## src/rtl/core/tsw_pkg.sv

```systemverilog
// ----------------------------------------------------------------------------
// tsw_pkg
// shared widths, constants, register codes and the configuration struct
// ----------------------------------------------------------------------------
package tsw_pkg;

  localparam int TICK_W = 64;
  localparam int SEC_W  = 64;
  localparam int NSEC_W = 30;
  localparam int RATE_W = 32;
  localparam int DSEC_W = 36;   // whole seconds of a 64-bit nanosecond count
  localparam int ADDR_W = 6;
  localparam int DATA_W = 64;

  localparam int DIV_STEPS_DEF = 4;

  localparam logic [NSEC_W-1:0] NS_PER_SEC = 30'd1000000000;

  // 10^9 = 2^9 * 5^9; ceil(2^76 / 5^9) is exact for 55-bit dividends
  localparam logic [55:0] REC_M = 56'd38685626227668134;
  localparam logic [20:0] REC_D = 21'd1953125;

  typedef enum logic [2:0] {
    REG_WALL_SEC  = 3'd0,
    REG_WALL_NSEC = 3'd1,
    REG_REF_TICKS = 3'd2,
    REG_RATE_NS   = 3'd3,
    REG_RATE_TICK = 3'd4
  } reg_idx_t;

  // normalized reference; the user must hold it steady while beats are in flight (not enforced)
  typedef struct packed {
    logic [SEC_W-1:0]  sec;
    logic [NSEC_W-1:0] nsec;
    logic [TICK_W-1:0] ticks;
    logic [RATE_W-1:0] num;
    logic [RATE_W-1:0] den;
  } cfg_t;

endpackage

```

## src/rtl/core/tsw_if.sv

```systemverilog


interface tsw_out_if;
  logic               valid;
  logic               ready;
  logic signed [63:0] out_sec;
  logic        [29:0] out_nsec;

  modport source (output valid, output out_sec, output out_nsec, input ready);
  modport sink   (input valid, input out_sec, input out_nsec, output ready);
endinterface

```

## src/rtl/core/tsw_merge.sv

```systemverilog
// ----------------------------------------------------------------------------
// tsw_merge
// splits the offset by 10^9 and applies it to the reference with carry or borrow
// ----------------------------------------------------------------------------
module tsw_merge (
  input  logic                        clk,
  input  logic                        rst_n,
  input  tsw_pkg::cfg_t               cfg,
  input  logic                        i_valid,
  output logic                        i_ready,
  input  logic [63:0]                 i_delta,
  input  logic                        i_older,
  tsw_out_if.source                   out_beat
);
  import tsw_pkg::*;

  logic              vp_r, vs_r, vq_r, vd_r, ve_r;
  logic              rdy_p, rdy_s, rdy_q, rdy_d, rdy_e;
  logic [54:0]       y;
  logic [63:0]       pp00_r;
  logic [55:0]       pp01_r;
  logic [54:0]       pp10_r;
  logic [46:0]       pp11_r, pp11_s_r;
  logic [56:0]       mid_s_r;
  logic [47:0]       top;
  logic [20:0]       ylo_p_r, ylo_s_r, ylo_q_r, ylo_d_r;
  logic [8:0]        low_p_r, low_s_r, low_q_r, low_d_r;
  logic              older_p_r, older_s_r, older_q_r, older_d_r, older_e_r;
  logic [34:0]       q_q_r, q_d_r;
  logic [20:0]       qd_d_r;
  logic [DSEC_W-1:0] dsec_e_r;
  logic [NSEC_W-1:0] dnsec_e_r;

  logic              v1_r, v2_r, rdy1, rdy2;
  logic              older_r, adj_r;
  logic [DSEC_W-1:0] dsec_r;
  logic [NSEC_W-1:0] nsec_r;
  logic [NSEC_W:0]   sum, dif;
  logic              borrow, carry;
  logic [SEC_W-1:0]  sec_r;
  logic [NSEC_W-1:0] nsec_o_r;
  logic [SEC_W-1:0]  dsec_x;

  assign rdy2    = ~v2_r | out_beat.ready;
  assign rdy1    = ~v1_r | rdy2;
  assign rdy_e   = ~ve_r | rdy1;
  assign rdy_d   = ~vd_r | rdy_e;
  assign rdy_q   = ~vq_r | rdy_d;
  assign rdy_s   = ~vs_r | rdy_q;
  assign rdy_p   = ~vp_r | rdy_s;
  assign i_ready = rdy_p;

  // low nine bits pass straight into the nanoseconds, the rest is divided by 5^9
  assign y   = i_delta[63:9];
  assign top = {1'b0, pp11_s_r} + {23'd0, mid_s_r[56:32]};

  assign borrow = (cfg.nsec < dnsec_e_r);
  assign sum    = {1'b0, cfg.nsec} + {1'b0, dnsec_e_r};
  assign carry  = (sum >= {1'b0, NS_PER_SEC});
  assign dif    = borrow ? ({1'b0, cfg.nsec} + {1'b0, NS_PER_SEC} - {1'b0, dnsec_e_r})
                         : ({1'b0, cfg.nsec} - {1'b0, dnsec_e_r});
  assign dsec_x = {{(SEC_W-DSEC_W){1'b0}}, dsec_r};

  always_ff @(posedge clk) begin
    if (!rst_n) begin
      vp_r <= 1'b0;
      vs_r <= 1'b0;
      vq_r <= 1'b0;
      vd_r <= 1'b0;
      ve_r <= 1'b0;
      v1_r <= 1'b0;
      v2_r <= 1'b0;
    end else begin
      if (rdy_p) vp_r <= i_valid;
      if (rdy_s) vs_r <= vp_r;
      if (rdy_q) vq_r <= vs_r;
      if (rdy_d) vd_r <= vq_r;
      if (rdy_e) ve_r <= vd_r;
      if (rdy1) v1_r <= ve_r;
      if (rdy2) v2_r <= v1_r;
    end
  end

  always_ff @(posedge clk) begin
    if (rdy_p && i_valid) begin
      pp00_r    <= {32'd0, y[31:0]} * {32'd0, REC_M[31:0]};
      pp01_r    <= {24'd0, y[31:0]} * {32'd0, REC_M[55:32]};
      pp10_r    <= {32'd0, y[54:32]} * {23'd0, REC_M[31:0]};
      pp11_r    <= {24'd0, y[54:32]} * {23'd0, REC_M[55:32]};
      ylo_p_r   <= y[20:0];
      low_p_r   <= i_delta[8:0];
      older_p_r <= i_older;
    end
    if (rdy_s && vp_r) begin
      mid_s_r   <= {1'b0, pp01_r} + {2'b0, pp10_r} + {25'd0, pp00_r[63:32]};
      pp11_s_r  <= pp11_r;
      ylo_s_r   <= ylo_p_r;
      low_s_r   <= low_p_r;
      older_s_r <= older_p_r;
    end
    if (rdy_q && vs_r) begin
      q_q_r     <= top[46:12];
      ylo_q_r   <= ylo_s_r;
      low_q_r   <= low_s_r;
      older_q_r <= older_s_r;
    end
    if (rdy_d && vq_r) begin
      // remainder fits in 21 bits, so only the low bits of q * 5^9 matter
      qd_d_r    <= q_q_r[20:0] * REC_D;
      q_d_r     <= q_q_r;
      ylo_d_r   <= ylo_q_r;
      low_d_r   <= low_q_r;
      older_d_r <= older_q_r;
    end
    if (rdy_e && vd_r) begin
      dsec_e_r  <= {1'b0, q_d_r};
      dnsec_e_r <= {ylo_d_r - qd_d_r, low_d_r};
      older_e_r <= older_d_r;
    end
  end

  always_ff @(posedge clk) begin
    if (rdy1 && ve_r) begin
      older_r <= older_e_r;
      dsec_r  <= dsec_e_r;
      if (older_e_r) begin
        adj_r  <= borrow;
        nsec_r <= dif[NSEC_W-1:0];
      end else begin
        adj_r  <= carry;
        nsec_r <= carry ? NSEC_W'(sum - {1'b0, NS_PER_SEC}) : sum[NSEC_W-1:0];
      end
    end
    if (rdy2 && v1_r) begin
      nsec_o_r <= nsec_r;
      sec_r    <= older_r ? (cfg.sec - dsec_x - {{(SEC_W-1){1'b0}}, adj_r})
                          : (cfg.sec + dsec_x + {{(SEC_W-1){1'b0}}, adj_r});
    end
  end

  assign out_beat.valid    = v2_r;
  assign out_beat.out_sec  = sec_r;
  assign out_beat.out_nsec = nsec_o_r;

  a_nsec_range: assert property (@(posedge clk) disable iff (!rst_n)
    out_beat.valid |-> (out_beat.out_nsec < NS_PER_SEC))
    else $error("nanoseconds out of range");

endmodule

```

## src/flat_wrapper.sv

```systemverilog
// flat-port wrapper written by rule: the top's interface ports become plain ports
module tsw_merge_flat import tsw_pkg::*;
  (clk, rst_n, cfg, i_valid, i_ready, i_delta, i_older, out_beat_valid, out_beat_out_sec, out_beat_out_nsec, out_beat_ready);
  tsw_out_if out_beat_i ();
  input  logic clk;
  input  logic rst_n;
  input  tsw_pkg::cfg_t cfg;
  input  logic i_valid;
  output logic i_ready;
  input  logic [63:0] i_delta;
  input  logic i_older;
  output wire logic [$bits(out_beat_i.valid)-1:0] out_beat_valid;
  output wire logic [$bits(out_beat_i.out_sec)-1:0] out_beat_out_sec;
  output wire logic [$bits(out_beat_i.out_nsec)-1:0] out_beat_out_nsec;
  input wire logic [$bits(out_beat_i.ready)-1:0] out_beat_ready;
  assign out_beat_valid = out_beat_i.valid;
  assign out_beat_out_sec = out_beat_i.out_sec;
  assign out_beat_out_nsec = out_beat_i.out_nsec;
  assign out_beat_i.ready = out_beat_ready;
  tsw_merge u_core (.clk(clk), .rst_n(rst_n), .cfg(cfg), .i_valid(i_valid), .i_ready(i_ready), .i_delta(i_delta), .i_older(i_older), .out_beat(out_beat_i));
endmodule
```

## config.mk

```make
export PLATFORM = sky130hd
export DESIGN_NAME = tsw_merge_flat
export DESIGN_NICKNAME = d
export VERILOG_FILES = /design/src/rtl/core/tsw_pkg.sv /design/src/rtl/core/tsw_if.sv /design/src/rtl/core/tsw_merge.sv /design/src/flat_wrapper.sv
export SDC_FILE = /design/constraint.sdc
export NUM_CORES = 2
export LEC_CHECK = 0
export ABC_CLOCK_PERIOD_IN_PS = 43600
export BUFFER_PORTS_ARGS = -buffer_cell sky130_fd_sc_hd__buf_2
export CORE_AREA = 8 8 460 687
export DETAILED_ROUTE_END_ITERATION = 6
export DIE_AREA = 0 0 468 695
export PLACE_DENSITY_LB_ADDON = 0.3
export SLEW_MARGIN = 20
export SYNTH_ARGS = -nofsm -noshare
export SYNTH_HDL_FRONTEND = slang
export SYNTH_SLANG_ARGS = --single-unit
```

## constraint.sdc

```tcl
create_clock -name clk -period 43.6 [get_ports clk]
set_clock_uncertainty 0.05 [all_clocks]
set_input_delay 8.72 -clock clk [delete_from_list [all_inputs] [get_ports clk]]
set_output_delay 8.72 -clock clk [all_outputs]
set_load 0.02 [all_outputs]
```

==> results.tsv <==
metric	value	unit
multi_input_area	0.0572	mm2
seqCellArea	0.0210	mm2
synth-seq-area-share	24.7	%
post_cts.repair.setup_buffers	0	
syn_nets	10700	
clock-root-buffer	clkbuf_16	
final_util	30.8	%
synth_flop_cell	edfxtp_1	
syn-instance-count	7839	
setup-violations-final	0	
period_share	44.3	%
cp_num_buf_inv	2	
worstPathArrival	10550	ps
final.setup.tns	0	ps
yosysWarningCount	0	
cts_resized	0	
fin_hold_ws	357	ps
clock_latency	660	ps
antenna_found_initial	22	
vias_per_cell	4.64	
grt_first_pass_wirelength	379	mm
ctsHoldBuffers	0	
synth_area_leaders	fa_1 25%, edfxtp_1 25%, ha_1 22%	
n_fill_cell	31400	
io_buffers	258	
cp_cell_sequence	buf_2 > nor2b_1 > and3_1 > and2_1 > and3_1 > nand2_1 > buf_2	
cts_buffer_depth	3	
start_kind	primary input	
outcome	complete, no violations	
ioPinCount	387	
ys_types	93	
synth_most_common_cell	inv_1	
slew_headroom	29.6	%
num-nets-final	11000	
synth_edf_count	696	
synth_area	0.0852	mm2
dp_hpwl	213	mm
synth.avg_cell_area	10.9	um2
synth_top_area_share	24.9	%
drtPass1Iterations	5	
via_count	56700	
hold_viol	0	
totalWireLength	250	mm
end_kind	output port	
h-tree-depth	3	
path_delay_family	simple AND/OR/NAND/NOR gates	
die_x	468	um
area_growth	10.4	%
synthTopCellsByCount	1815 x inv_1, 1530 x ha_1, 1058 x fa_1	
drc	0	
tightestPinTransition	1050	ps
fin_ws	24280	ps
grt_pass1_vias	62300	
grt_overflow	0	
drv_cap	0	
timing.fmax	0.0517	GHz
grt_start_max_net_pins	76	
critPathKind	in2out	
track_usage	15.3	%
yosysTopAreaCell	fa_1	
worst_path_max_delay_cell	nor2b_1	
chipHeight	695	um
hold_path_class	reg2reg	
coreArea	0.306	mm2
slew_violations	0	
cts.reportedPaths.clkPinSlew	60	ps
numCtsBuffers	75	
rows	249	
pre_cts_ws	24250	ps
ys_async_sr_fraction	0	%
dr.first_iter.drc_count	2770	
ys_ff_latch	703	
slowest_delay	450	ps
drive_gt1_share	5.81	%
dieArea	0.325	mm2
start_util	27.9	%
ant_nets	0	
cts_tree	yes	
rsz0062_at_grt	no	
gp_congestion	0.915	
cp_max_fo	5	
required	34830	ps
finalCriticalPeriod	19320	ps
clock_sinks	703	
wl_per_cell	20.4	um
-- per-layer routing --
layer / track usage [%] / wire length (um)
met4: 6.24 / 12200
met2: 30.4 / 138000
met3: 1.37 / 7260
met1: 16.4 / 92900
met5: 0 / 25
-- logic make-up after synthesis --
family                   Yosys count  synth area share, %
adder cells (fa/ha/maj)         2588                 47.3
buffers and inverters           1882                 8.33
AO/OA/AOI/OAI                   1200                 9.20
AND/OR/NAND/NOR                 1031                 5.97
flip-flops                       703                 24.7
XOR/XNOR                         423                 4.35
multiplexers                      12                0.147
-- worst paths after layout --
check                      startpoint                          end  slack (ps)  cells after the start
setup / recovery       out_beat_ready                      i_ready       24280                      7
hold / removal    u_core.dsec_e_r[17]            u_core.dsec_r[17]         360                      0
setup reg to reg     u_core.dsec_r[0]  u_core.out_beat.out_sec[46]       37710                     16
hold reg to reg   u_core.dsec_e_r[17]            u_core.dsec_r[17]         360                      0
-- state kept, by name, summed over array words and instances (netlist names), 33 cells and up --
register,cells
u_core.dsec_e_r,35
u_core.dsec_r,35
u_core.out_beat.out_sec,64
u_core.pp01_r,55
u_core.pp10_r,51
u_core.pp11_r,47
u_core.pp11_s_r,47
u_core.q_d_r,33
u_core.q_q_r,35
-- through the flow --
| stage | instance area (um2) | cells |
|---|---|---|
| CTS | 94100 | 12200 |
| detailed placement | 91600 | 12100 |
| finish | 94100 | 12200 |
| global route | 94100 | 12200 |
| floorplan | 85200 | 7839 |
| global placement | 91600 | 12100 |
-- layout by cell type (no fill, tap or decap), drive strengths merged, types with 87 or more instances in the layout --
| cell type | n |
|---|---|
| a21o | 166 |
| a21oi | 376 |
| buf | 298 |
| clkbuf | 87 |
| edfxtp | 696 |
| fa | 1058 |
| ha | 1530 |
| inv | 1825 |
| nand2 | 221 |
| nand3 | 103 |
| nor2 | 274 |
| o21ai | 191 |
| xnor2 | 292 |
| xor2 | 131 |
-- final cells by class --
cell class / instances / share of cell area, %
diodes: 3 / 0.00798
clock buffers: 87 / 2.04
clock inverters: 48 / 0.584
inverters: 1820 / 7.26
multi-input cells: 5254 / 60.7
flip-flops and latches: 703 / 22.4
well taps: 4016 / 5.34
repair buffers: 298 / 1.69
Power is left out: the tool's default activity adds up to more than one toggle a clock period on the data nets, which glitch-free logic cannot reach.
